$ cat src/rtl/core/acae_pkg.sv
`timescale 1ns / 1ps
package acae_pkg;

  localparam int FRAC_BITS    = 15;
  localparam int ANGLE_BITS   = 16;
  localparam int CORDIC_STEPS = 24;
  localparam int W_TRIG       = 33;  // Q30 sine/cosine with headroom
  localparam int W_Z          = 33;  // residual angle, turn/2^32 units
  localparam int W_P          = 35;  // 2*rb*rd*kb*kd, Q30
  localparam int W_SQ         = 33;  // rb^2 + rd^2, Q30
  localparam int W_TP         = 18;  // trig product, Q16
  localparam int W_ND         = 54;  // numerator / denominator
  localparam logic signed [W_TRIG-1:0] CORDIC_GAIN = 33'sd652032874;

  localparam logic [30:0] ATAN_TURN [CORDIC_STEPS] = '{
    31'd536870912, 31'd316933406, 31'd167458907, 31'd85004756, 31'd42667331,
    31'd21354465, 31'd10679838, 31'd5340245, 31'd2670163, 31'd1335087,
    31'd667544, 31'd333772, 31'd166886, 31'd83443, 31'd41722, 31'd20861,
    31'd10430, 31'd5215, 31'd2608, 31'd1304, 31'd652, 31'd326, 31'd163, 31'd81
  };

  typedef struct packed {
    logic [15:0] ratio_b;
    logic [15:0] phase_b;
    logic [15:0] coherence_b;
    logic [15:0] ratio_d;
    logic [15:0] phase_d;
    logic [15:0] coherence_d;
    logic [15:0] weak_phase;
  } in_beat_t;

  typedef struct packed {
    logic signed [15:0] asymmetry;
    logic               zero_denominator;
  } out_beat_t;

  // entry of the queue between front and back
  typedef struct packed {
    logic [ANGLE_BITS-1:0] phase_sum;
    logic [ANGLE_BITS-1:0] weak_phase;
    logic [15:0]           coherence_b;
    logic [15:0]           coherence_d;
    logic [31:0]           ratio_prod;
    logic [W_SQ-1:0]       ratio_sq;
  } work_t;

endpackage

$ cat src/rtl/core/acae_front.sv
`timescale 1ns / 1ps
module acae_front import acae_pkg::*; (
  input  logic     clk_i,
  input  logic     rst_ni,
  input  logic     in_valid_i,
  output logic     in_stall_o,
  input  in_beat_t in_data_i,
  input  logic     q_full_i,
  output logic     q_push_o,
  output work_t    q_data_o
);

  logic  valid_q;
  work_t work_q, work_d;
  logic [31:0] sq_b, sq_d;

  always_comb begin
    sq_b = {16'b0, in_data_i.ratio_b} * {16'b0, in_data_i.ratio_b};
    sq_d = {16'b0, in_data_i.ratio_d} * {16'b0, in_data_i.ratio_d};
    work_d.phase_sum   = in_data_i.phase_b[ANGLE_BITS-1:0]
                       + in_data_i.phase_d[ANGLE_BITS-1:0];
    work_d.weak_phase  = in_data_i.weak_phase[ANGLE_BITS-1:0];
    work_d.coherence_b = in_data_i.coherence_b;
    work_d.coherence_d = in_data_i.coherence_d;
    work_d.ratio_prod  = {16'b0, in_data_i.ratio_b} * {16'b0, in_data_i.ratio_d};
    work_d.ratio_sq    = {1'b0, sq_b} + {1'b0, sq_d};
  end

  assign in_stall_o = valid_q && q_full_i;
  assign q_push_o   = valid_q && !q_full_i;
  assign q_data_o   = work_q;

  always_ff @(posedge clk_i or negedge rst_ni) begin
    if (!rst_ni) begin
      valid_q <= 1'b0;
    end else if (!in_stall_o) begin
      valid_q <= in_valid_i;
    end
  end

  always_ff @(posedge clk_i) begin
    if (in_valid_i && !in_stall_o) begin
      work_q <= work_d;
    end
  end

endmodule

$ cat config.mk
export PLATFORM = sky130hd
export DESIGN_NAME = acae_front
export DESIGN_NICKNAME = d
export VERILOG_FILES = /design/src/rtl/core/acae_pkg.sv /design/src/rtl/core/acae_front.sv
export SDC_FILE = /design/constraint.sdc
export NUM_CORES = 2
export LEC_CHECK = 0
export BUFFER_PORTS_ARGS = -buffer_cell sky130_fd_sc_hd__clkbuf_2
export CORE_UTILIZATION = 50
export CTS_BUF_LIST = sky130_fd_sc_hd__clkbuf_8 sky130_fd_sc_hd__clkbuf_16
export DETAILED_ROUTE_END_ITERATION = 10
export MAX_ROUTING_LAYER = met4
export PLACE_DENSITY = 0.69
export SLEW_MARGIN = 20
export SYNTH_ARGS = -nofsm -noshare
export SYNTH_HDL_FRONTEND = slang
export SYNTH_SLANG_ARGS = --single-unit
$ cat constraint.sdc
create_clock -name clk_i -period 9.25 [get_ports clk_i]
set_clock_uncertainty 0.1 [all_clocks]
set_input_delay 0.925 -clock clk_i [delete_from_list [all_inputs] [get_ports clk_i]]
set_output_delay 0.925 -clock clk_i [all_outputs]
set_load 0.03 [all_outputs]
==> metrics.md <==
| Metric | Value |
|---|---|
| Number of synthesized flops with an enable pin | `128` |
| Chip height | `241 µm` |
| Syn Area/Cell | `9.76 µm²` |
| Vias | `20700` |
| Via density | `5.35` |
| Final Slew Violations | `0` |
| Iteration count of the initial detailed-routing pass | `6` |
| Clock Pin Slew Worst Setup and Hold Paths | `0.06 ns` |
| Drt drc | `0` |
| Total GRT Usage | `0.261` |
| Post-Place Setup Slack | `0.763 ns` |
| Min Tclk post-route | `8.16 ns` |
| Layout Utilization | `0.550` |
| # setup viols final | `0` |
| Outcome | `finished clean` |
| Sequential share of the synthesized area | `0.136` |
| Highest Signal Layer | `met4` |
| Yosys Warn Count | `0` |
| Crit path max fanout | `31` |
| Vias in the first global route | `22200` |
| Worst path slowest cell | `clkbuf_2` |
| CTS sink count | `129` |
| CTS tree | `done` |
| Worst setup path class | `input port to flop` |
| Crit path DAT | `8.23 ns` |
| Fraction of registers with async set/reset | `0.00775` |
| Boundary Pins | `247` |
| Top_reg_cell synth | `edfxtp_1` |
| Initial antenna violation count | `0` |
| Crit. End Element | `flop` |
| Num CTS Buffers | `17` |
| F_max | `123 MHz` |
| Grt ovf | `0` |
| Yosys cell types | `69` |
| Htree depth | `4` |
| Core area | `56400 µm²` |
| Worst hold-check path type | `input port to async pin` |
| First-pass GRT wire length | `114 mm` |
| Initial DRC count | `1295` |
| Die area | `58000 µm²` |
| Syn Inst Count | `2924` |
| Max-cap viol count | `0` |
| Final Wtd Congestion | `0.996` |
| Bufs on Longest Clock Path | `2` |
| Final ANT Viol Nets | `0` |
| Slowest Stage Delay on Critical Path | `0.61 ns` |
| Placed cell count | `3834` |
| Cts repair resizes | `0` |
| Wl on met1 | `29.3 mm` |
| Nets@finish | `4104` |
| Root Buffer | `clkbuf_16` |
| Setup Fix Bufs, Post-CTS | `0` |
| Cts hold-fix bufs | `0` |
| Largest net degree at the start of global routing | `66` |
| Post-Syn Nets | `3931` |
| Skew-Pair Late Insertion Delay | `0.45 ns` |
| Width of the chip | `241 µm` |
| Critical path's top delay family | `adder cells` |
| Worst Path Buf+Inv | `8` |
| Dpl hpwl | `58.0 mm` |
| Final hold violation count | `0` |
| Slew HR | `0.375` |
| Final setup TNS | `0 ns` |
| Port buffer count | `246` |
| Share of cells above drive strength 1 | `0.106` |
| WL final | `69.2 mm` |
| Critical Path, Cell by Cell | `clkbuf_2 > and2_1 > inv_1 > fa_1 > inv_1 > fa_1 > fa_1 > inv_1 > fa_1 > inv_1 > fa_1 > fa_1 > fa_1 > inv_1 > fa_1 > inv_1 > ha_1 > nand3_1 > a2111oi_0 > buf_4 > o211ai_1 > o211a_1 > a211oi_1 > o311ai_0` |
| Site row count | `87` |
| Final WS setup | `1.09 ns` |
| Routed met3 length | `4.09 mm` |
| Met2 WL post-DR | `34.0 mm` |
| Inserted Diodes | `0` |
| Post-Syn Area | `28500 µm²` |
| RSZ-0062 raised after global routing | `false` |
| Critical Path Start Type | `input port` |
| Layout area overhead | `8.63%` |
| WL/cell | `17.9 µm` |
| Seq cells post-synth | `129` |
| WP data required | `9.32 ns` |
| Final Non-Filler Cells | `3866` |
| Period utilization | `0.882` |
| Actual slew at the worst max-slew pin | `0.937 ns` |
| Initial Utilization | `0.506` |
| Most frequent CP cell | `fa_1` |
-- cells in the mapped netlist (all sizes together), types with 9 or more instances --
cell	n	share of area
nor2	72	0.0095
xnor2	47	0.014
and2	223	0.049
nor2b	17	0.0037
ha	311	0.14
clkbuf	113	0.015
inv	732	0.096
o21bai	11	0.0029
o21a	11	0.0029
nor3	15	0.0026
edfxtp	128	0.13
nand3	24	0.0044
xor2	21	0.0064
nand2b	9	0.0020
fa	580	0.41
a21oi	66	0.012
o21ai	43	0.0077
nand4	15	0.0033
nand2	312	0.041
a211oi	13	0.0034
buf	10	0.0022
a21o	40	0.011
-- per-stage QoR --
step           hold slack (ns)  cell area [µm²]
3_5_place_dp             0.590            30500
3_3_place_gp             0.567            30500
6_report                 0.138            31000
5_1_grt                  0.115            31000
4_1_cts                  0.123            31000
2_1_floorplan            0.529            28500
-- cells by family (layout without fill, tap and decap cells) --
logic type               after synthesis  in the layout  synth area share
adder cells (fa/ha/maj)              891            891             0.543
buffers and inverters                856           1042             0.114
AND/OR/NAND/NOR                      717            717             0.123
AO/OA/AOI/OAI                        255            255            0.0602
flip-flops                           129            129             0.136
XOR/XNOR                              68             68            0.0209
multiplexers                           8              8           0.00303
-- metal layers --
layer,up-vias,track usage
met5,-,-
met4,0,0.0761
met1,10700,0.346
met2,670,0.422
met3,117,0.0324
li1,9238,-
-- area by class of cell --
class / instances / area (µm²)
Tap cell: 756 / 946
Inverter: 732 / 2750
Fill cell: 5120 / 25400
Clock inverter: 15 / 124
Multi-Input combinational cell: 1939 / 21400
Clock buffer: 17 / 425
Sequential cell: 129 / 3870
Timing Repair Buffer: 278 / 1470
-- cell usage in the layout (no fill, tap or decap), drive strengths merged, types with 17 or more instances in the layout --
cell type | netlist | routed
inv | 732 | 741
fa | 580 | 580
nand2 | 312 | 312
ha | 311 | 311
clkbuf | 113 | 263
and2 | 223 | 223
edfxtp | 128 | 128
nor2 | 72 | 72
a21oi | 66 | 66
xnor2 | 47 | 47
o21ai | 43 | 43
a21o | 40 | 40
buf | 10 | 32
nand3 | 24 | 24
xor2 | 21 | 21
nor2b | 17 | 17
-- flip-flops by register name, summed over array words and instances, names as in the netlist --
name,cells
q_data_o,128
valid_q,1
-- path summary, 6_finish.rpt --
| check | start | to | slack (ns) | cells after the start |
|---|---|---|---|---|
| min | rst_ni | valid_q | 0.14 | 1 |
| max in group asynchronous | rst_ni | valid_q | 8.83 | 1 |
| min reg2reg | valid_q | valid_q | 0.60 | 2 |
| max | in_data_i[103] | q_data_o[31] | 1.09 | 24 |
| max reg2reg | valid_q | q_data_o[116] | 6.56 | 4 |
| min in group clk_i | in_data_i[9] | q_data_o[106] | 0.54 | 1 |
-- worst register-to-register path, delay by kind of cell (launching register included) --
family	cells	cell delay (ns)
buffers and inverters	2	1.51
flip-flops	1	0.37
AND/OR/NAND/NOR	2	0.31
Power is not shown: default switching activity piles up to over one toggle a cycle in this logic, so the estimate is an artifact.
