$ cat src/rtl/core/acae_pkg.sv
`timescale 1ns / 1ps
package acae_pkg;

  localparam int FRAC_BITS    = 15;
  localparam int ANGLE_BITS   = 16;
  localparam int CORDIC_STEPS = 24;
  localparam int W_TRIG       = 33;  // Q30 sine/cosine with headroom
  localparam int W_Z          = 33;  // residual angle, turn/2^32 units
  localparam int W_P          = 35;  // 2*rb*rd*kb*kd, Q30
  localparam int W_SQ         = 33;  // rb^2 + rd^2, Q30
  localparam int W_TP         = 18;  // trig product, Q16
  localparam int W_ND         = 54;  // numerator / denominator
  localparam logic signed [W_TRIG-1:0] CORDIC_GAIN = 33'sd652032874;

  localparam logic [30:0] ATAN_TURN [CORDIC_STEPS] = '{
    31'd536870912, 31'd316933406, 31'd167458907, 31'd85004756, 31'd42667331,
    31'd21354465, 31'd10679838, 31'd5340245, 31'd2670163, 31'd1335087,
    31'd667544, 31'd333772, 31'd166886, 31'd83443, 31'd41722, 31'd20861,
    31'd10430, 31'd5215, 31'd2608, 31'd1304, 31'd652, 31'd326, 31'd163, 31'd81
  };

  typedef struct packed {
    logic [15:0] ratio_b;
    logic [15:0] phase_b;
    logic [15:0] coherence_b;
    logic [15:0] ratio_d;
    logic [15:0] phase_d;
    logic [15:0] coherence_d;
    logic [15:0] weak_phase;
  } in_beat_t;

  typedef struct packed {
    logic signed [15:0] asymmetry;
    logic               zero_denominator;
  } out_beat_t;

  // entry of the queue between front and back
  typedef struct packed {
    logic [ANGLE_BITS-1:0] phase_sum;
    logic [ANGLE_BITS-1:0] weak_phase;
    logic [15:0]           coherence_b;
    logic [15:0]           coherence_d;
    logic [31:0]           ratio_prod;
    logic [W_SQ-1:0]       ratio_sq;
  } work_t;

endpackage

$ cat src/rtl/core/acae_fifo.sv
`timescale 1ns / 1ps
module acae_fifo import acae_pkg::*; #(
  parameter int DEPTH = 2
) (
  input  logic  clk_i,
  input  logic  rst_ni,
  input  logic  push_i,
  input  work_t data_i,
  input  logic  pop_i,
  output work_t data_o,
  output logic  full_o,
  output logic  empty_o
);

  localparam int PW = $clog2(DEPTH);
  localparam int CW = $clog2(DEPTH + 1);

  work_t         mem_q [DEPTH];
  logic [PW-1:0] wr_q, rd_q;
  logic [CW-1:0] cnt_q;

  assign full_o  = (cnt_q == CW'(DEPTH));
  assign empty_o = (cnt_q == '0);
  assign data_o  = mem_q[rd_q];

  always_ff @(posedge clk_i or negedge rst_ni) begin
    if (!rst_ni) begin
      wr_q  <= '0;
      rd_q  <= '0;
      cnt_q <= '0;
    end else begin
      if (push_i) begin
        wr_q <= (wr_q == PW'(DEPTH - 1)) ? '0 : wr_q + 1'b1;
      end
      if (pop_i) begin
        rd_q <= (rd_q == PW'(DEPTH - 1)) ? '0 : rd_q + 1'b1;
      end
      if (push_i && !pop_i) begin
        cnt_q <= cnt_q + 1'b1;
      end else if (pop_i && !push_i) begin
        cnt_q <= cnt_q - 1'b1;
      end
    end
  end

  always_ff @(posedge clk_i) begin
    if (push_i) begin
      mem_q[wr_q] <= data_i;
    end
  end

endmodule

$ cat config.mk
export PLATFORM = sky130hd
export DESIGN_NAME = acae_fifo
export DESIGN_NICKNAME = d
export VERILOG_FILES = /design/src/rtl/core/acae_pkg.sv /design/src/rtl/core/acae_fifo.sv
export SDC_FILE = /design/constraint.sdc
export NUM_CORES = 1
export LEC_CHECK = 0
export ABC_CLOCK_PERIOD_IN_PS = 13600
export BUFFER_PORTS_ARGS = -buffer_cell sky130_fd_sc_hd__buf_2
export CORE_MARGIN = 3
export CORE_UTILIZATION = 30
export DETAILED_ROUTE_END_ITERATION = 12
export GPL_ROUTABILITY_DRIVEN = 0
export PLACE_DENSITY_LB_ADDON = 0.15
export SYNTH_ARGS = -nofsm -noshare
export SYNTH_HDL_FRONTEND = slang
export SYNTH_SLANG_ARGS = --single-unit
$ cat constraint.sdc
create_clock -name clk_i -period 13.6 [get_ports clk_i]
set_clock_uncertainty 0.1 [all_clocks]
set_input_delay 1.36 -clock clk_i [delete_from_list [all_inputs] [get_ports clk_i]]
set_output_delay 1.36 -clock clk_i [all_outputs]
set_load 0.01 [all_outputs]
==> metrics.csv, run 1 <==
metric,value,unit
max cap viols,0,
Cells after Synth,417,
CTS root buffer,clkbuf_16,
die span in y,184,µm
total die area,0.0339,mm²
Avg Inst Size Synth,22.8,µm²
largest cells by area after synthesis,"edfxtp_1 81%, mux2_2 15%, buf_6 1.2%",
first-pass GRT wire length,29700,µm
I/O Buffers,263,
RSZ-0062 raised after global routing,false,
area grow syn2layout,27.1,%
Max VDD drop,0.000114,V
CP Data Arrival Time,3050,ps
FF-to-FF Start,wr_q,
final hold viol count,0,
Slew @ Worst Pin,1010,ps
vias in the first global route,5269,
dpl hpwl,12900,µm
Setup-failing EPs final,0,
critical path cell sequence,"buf_4, mux2_2, buf_2",
drt wl/cell,17.7,µm
Final period util,33.1,%
Lkg Pwr,4.50,nW
worst skew pair latency,520,ps
slowest CP cell,dfrtp_4,
Fillers,2879,
Yosys top cell area share,81.4,%
Worst Path Max Fanout,69,
"worst slack, placed",9570,ps
fin crit period,4510,ps
initial DRC count,183,
leading area contributor after synthesis,edfxtp_1,
Netlist Area Pre-Place,0.00952,mm²
core area,0.0309,mm²
most frequent cell after synthesis,edfxtp_1,
crit end category,output port,
fmax,222,MHz
post-CTS setup buffers,0,
Rel. slew slack,32.5,%
Hold WC Path Type,flop to flop,
Crit Path Category,flop to output port,
Post-synth ARST share,1.53,%
ys flop type,edfxtp_1,
Hold Path Origin,cnt_q[1],
final wirelength,19800,µm
Tot Pwr,2.50,mW
total gr overflow,0,
Vias/cell,4.27,
IO Count,264,
post-layout util,39.1,%
post-synthesis net count,551,
pwr/cell area,207,mW/mm²
CTS sink count,262,
share of cells above drive strength 1,60.4,%
Initial Utilization,30.8,%
post-cts resize count,0,
setup_tns,0,ps
cts hold-fix bufs,0,
CP peak stage delay,990,ps
number of synthesized flops with an enable pin,258,
Yosys reg bits,262,
DR DRC count,0,
GRT Total Usage,11.3,%
H-tree depth,1,
Die W,184,µm
Num CTS Buffers,29,
final-stage net count,835,
"antenna viol nets, final",0,
First-pass DRT Iterations,4,
status,"finished, final reports clean",
largest net degree at the start of global routing,71,
"Req. time, crit path",12140,ps
synth unique cells,13,
CTS tree,done,
Vias,4787,
initial antenna violation count,8,
Worst setup SP type,flop,
Clock transition at path regs,60,ps
Row Count,64,
yosys warns,0,
sequential fraction of the synthesis area,82.4,%
top post-synthesis cells by count,"258 x edfxtp_1, 129 x mux2_2, 10 x buf_6, 4 x dfrtp_1, 4 x xor2_1",
clock buffer depth,3,
worst setup margin,9090,ps
Max Slew Vio Count,0,
crit path launch,rd_q,
==> logic make-up after synthesis <==
kind of cell | share of synthesized area (%)
xor gates and xnor gates | 0.460
adders and majority gates | 0.131
buffers and inverters | 1.46
DFF | 82.4
muxes | 15.3
and+or+nand+nor | 0.276
==> sequential cells by signal, indices dropped and copies added (netlist names) <==
register / cells
rd_q: 1
cnt_q: 2
mem_q: 258
wr_q: 1
==> layout make-up <==
cell class / count / area [µm²] / area share [%]
Sequential cell: 262 / 7850 / 64.9
Multi-Input combinational cell: 140 / 1550 / 12.8
Timing Repair Buffer: 267 / 1350 / 11.1
Clock buffer: 40 / 767 / 6.34
Tap cell: 396 / 495 / 4.09
Clock inverter: 12 / 86.3 / 0.713
Antenna cell: 2 / 5.00 / 0.0414
Inverter: 1 / 3.75 / 0.0310
==> placed cells by master, fill, tap and decap left out, types with 2 or more instances in the layout <==
cell | netlist | layout
clkbuf_1 | 0 | 11
clkinv_1 | 0 | 4
buf_2 | 3 | 263
diode_2 | 0 | 2
mux2_2 | 129 | 129
clkinv_2 | 0 | 5
xor2_1 | 4 | 4
clkbuf_16 | 0 | 29
dfrtp_1 | 4 | 3
edfxtp_1 | 258 | 258
nor2_1 | 2 | 2
buf_4 | 1 | 4
==> worst max-delay path, delay by kind of cell, from the launching register on <==
kind	cells	cell delay, ps
DFF	1	990
muxes	1	440
buffers and inverters	2	990
==> layer usage <==
metal  track usage (%)  part of all wire [%]
met1              13.2                    39
met2              18.5                    47
met5                 0                  0.33
met4              3.11                   2.1
met3              5.60                    11
==> power by group <==
part           switching, mW  internal, mW
Sequential            0.0692          1.07
Clock                  0.292         0.410
Combinational          0.350         0.306
Total                  0.711          1.79
==> worst paths after layout <==
check | endpoint | depth (start not counted) | slack [ps]
hold / removal | cnt_q[1] | 1 | 390
setup reg to reg | mem_q[1][125] | 2 | 11020
setup / recovery | data_o[56] | 3 | 9090
max in group asynchronous | rd_q | 1 | 12740
hold reg to reg | cnt_q[1] | 1 | 390
min in group asynchronous | cnt_q[0] | 1 | 530
==> per-stage QoR <==
step	instance area (µm²)	hold WS (ps)	instances
3_5_place_dp	11200	375	1066
6_report	12100	386	1120
3_3_place_gp	11200	377	1066
4_1_cts	12100	392	1118
2_1_floorplan	9520	355	417
5_1_grt	12100	420	1119
Note: power is estimated with default switching activity, not from simulation.
==> inputs of run 2 (changes only) <==
- ABC_CLOCK_PERIOD_IN_PS: 13600 -> 4200
- clock period: 13.6 -> 4.2 ns (I/O delays scaled with it)
==> run 2 against run 1 <==
Effect of this change: utilization up 4.2 points; sequential share of layout area fell by 6.3 points; final cell count rose by 11%; power grew to 3.2 times the previous value; hold slack lost 240 ps; largest cell class unchanged; via count increased by 10%; register-to-register slack got worse by 8600 ps; final area is 11% higher; critical endpoint is now data_o[28]; sequential power rose to 3.2 times the previous value; die area unchanged.
==> metrics.csv, run 2 (same netlist as run 1, synthesis figures left out) <==
metric,value,unit,change
status,"finished, final reports clean",,unchanged
Lkg Pwr,5.03,nW,was 4.50 nW
setup_tns,0,ps,unchanged
pwr/cell area,603,mW/mm²,was 207 mW/mm²
Worst setup SP type,flop,,unchanged
met3 Usage GRT,4.38,%,was 5.60%
RSZ-0062 raised after global routing,false,,unchanged
CP peak stage delay,630,ps,was 990 ps
CTS sink count,262,,unchanged
core area,0.0309,mm²,unchanged
crit end category,output port,,unchanged
post-layout util,43.3,%,was 39.1%
met1 GRT Util,13.6,%,was 13.2%
Final period util,68.3,%,
GRT Total Usage,11.5,%,was 11.3%
Max Slew Vio Count,0,,unchanged
die span in y,184,µm,unchanged
largest net degree at the start of global routing,130,,was 71
Initial Utilization,30.8,%,unchanged
biggest regs,"mem_q (258), cnt_q (2)",,unchanged
area grow syn2layout,40.7,%,was 27.1%
CTS tree,done,,unchanged
fmax,349,MHz,
Row Count,64,,unchanged
Vias,5283,,"was 4,787"
final wirelength,20100,µm,"was 19,800 µm"
"antenna viol nets, final",0,,unchanged
First-pass DRT Iterations,4,,unchanged
DR DRC count,0,,unchanged
CP Data Arrival Time,2350,ps,was 3050 ps
total gr overflow,0,,unchanged
"Most Used Layer, Global Route",met2,,unchanged
Die W,184,µm,unchanged
post-cts resize count,0,,unchanged
"commonest non-fill, non-tap cells in the layout","263 x buf_2, 258 x edfxtp_1, 132 x dlygate4sd3_1, 129 x mux2_2, 28 x clkbuf_16",,"was 263 x buf_2, 258 x edfxtp_1, 129 x mux2_2, 29 x clkbuf_16, 11 x clkbuf_1"
Final Cell Area,0.0134,mm²,was 0.0121 mm²
crit path launch,rd_q,,unchanged
FF-to-FF Start,wr_q,,unchanged
critical path cell sequence,"buf_4, mux2_2, buf_2",,unchanged
post-placement cell count,1066,,unchanged
max cap viols,0,,unchanged
final hold slack,145,ps,was 386 ps
Setup-failing EPs final,0,,unchanged
first-pass GRT wire length,31000,µm,"was 29,700 µm"
fin crit period,2870,ps,
vias in the first global route,5893,,"was 5,269"
Slew @ Worst Pin,795,ps,was 1010 ps
final-stage net count,966,,was 835
drt wl/cell,16.1,µm,was 17.7 µm
post-CTS setup buffers,0,,unchanged
Max VDD drop,0.000388,V,was 0.000114 V
Hold WC Path Type,input pin to async pin,,was flop to flop
"Req. time, crit path",3680,ps,"was 12,140 ps"
Fillers,2778,,"was 2,879"
I/O Buffers,263,,unchanged
Num CTS Buffers,28,,was 29
Clock transition at path regs,60,ps,about the same
CTS root buffer,clkbuf_16,,unchanged
Rel. slew slack,47.0,%,was 32.5%
max reg flops,258,,unchanged
Crit Path Category,flop to output port,,unchanged
dpl hpwl,12600,µm,"was 12,900 µm"
Vias/cell,4.24,,was 4.27
worst skew pair latency,540,ps,was 520 ps
initial antenna violation count,1,,was 8
Biggest register,mem_q,,unchanged
placed cell areas,0.0113,mm²,was 0.0112 mm²
clock buffer depth,3,,unchanged
slowest CP cell,dfrtp_4,,unchanged
CP top delay family,buffers and inverters,,was flip-flops
initial DRC count,176,,was 183
share of cells above drive strength 1,50.9,%,was 60.4%
"commonest non-fill, non-tap cell in the layout",buf_2,,unchanged
Worst Path Buf+Inv,2,,unchanged
total die area,0.0339,mm²,unchanged
cts hold-fix bufs,132,,was 0
final hold viol count,0,,unchanged
H-tree depth,1,,unchanged
Worst Path Max Fanout,42,,was 69
M2 GR Usage,19.6,%,was 18.5%
IO Count,264,,unchanged
final std cells w/o fill,1246,,"was 1,120"
==> run 2: changes by cell type in the layout (fill, tap and decap cells not counted) <==
| cell | before | now |
|---|---|---|
| buf_12 | 0 | 3 |
| bufinv_16 | 1 | 0 |
| clkbuf_1 | 11 | 5 |
| clkbuf_16 | 29 | 28 |
| clkinvlp_4 | 1 | 0 |
| clkinv_1 | 4 | 9 |
| dlygate4sd3_1 | 0 | 132 |
| inv_6 | 1 | 0 |
| clkinv_2 | 5 | 3 |
| diode_2 | 2 | 1 |
| clkinv_4 | 0 | 1 |
| buf_4 | 4 | 1 |
| clkinv_8 | 0 | 1 |
==> run 2: cell type report <==
type / count / area [µm²] / area share [%]
clock inverter: 14 / 73.8 / 0.551
clock buffer: 33 / 719 / 5.37
antenna: 1 / 2.50 / 0.0187
tap: 396 / 495 / 3.70
inverter: 1 / 3.75 / 0.0280
timing repair buffer: 399 / 2710 / 20.2
sequential: 262 / 7850 / 58.6
multi-input combinational: 140 / 1550 / 11.5
==> run 2: per-stage QoR <==
stage / setup WS [ps] / total power, mW
3_3_place_gp: 1920 / 5.93
2_1_floorplan: 219 / 5.14
5_1_grt: 1200 / 8.54
3_5_place_dp: 1880 / 5.97
6_report: 1330 / 8.08
4_1_cts: 1270 / 8.25
==> run 2: final timing paths <==
check                      slack [ps]      endpoint  cells past startpoint
max in group asynchronous        3720          rd_q                      2
max reg2reg                      2440  mem_q[1][64]                      2
min in group clk_i                400      cnt_q[1]                      1
min reg2reg                       400      cnt_q[1]                      1
min                               150          rd_q                      2
max                              1330    data_o[28]                      3
==> run 2: metal layers <==
metal  part of all wire, %  routed length [µm]  up-vias
li1                      -                   -     2495
met1                    40                8070     2554
met2                    49                9760      194
met3                   8.8                1780       40
met4                   2.5                 495        0
met5                     0                   0        -
==> run 2: power by group <==
part           switching, mW  internal, mW
Combinational           1.22          1.09
Sequential             0.152          3.48
Clock                  0.925          1.21
Total                   2.30          5.78
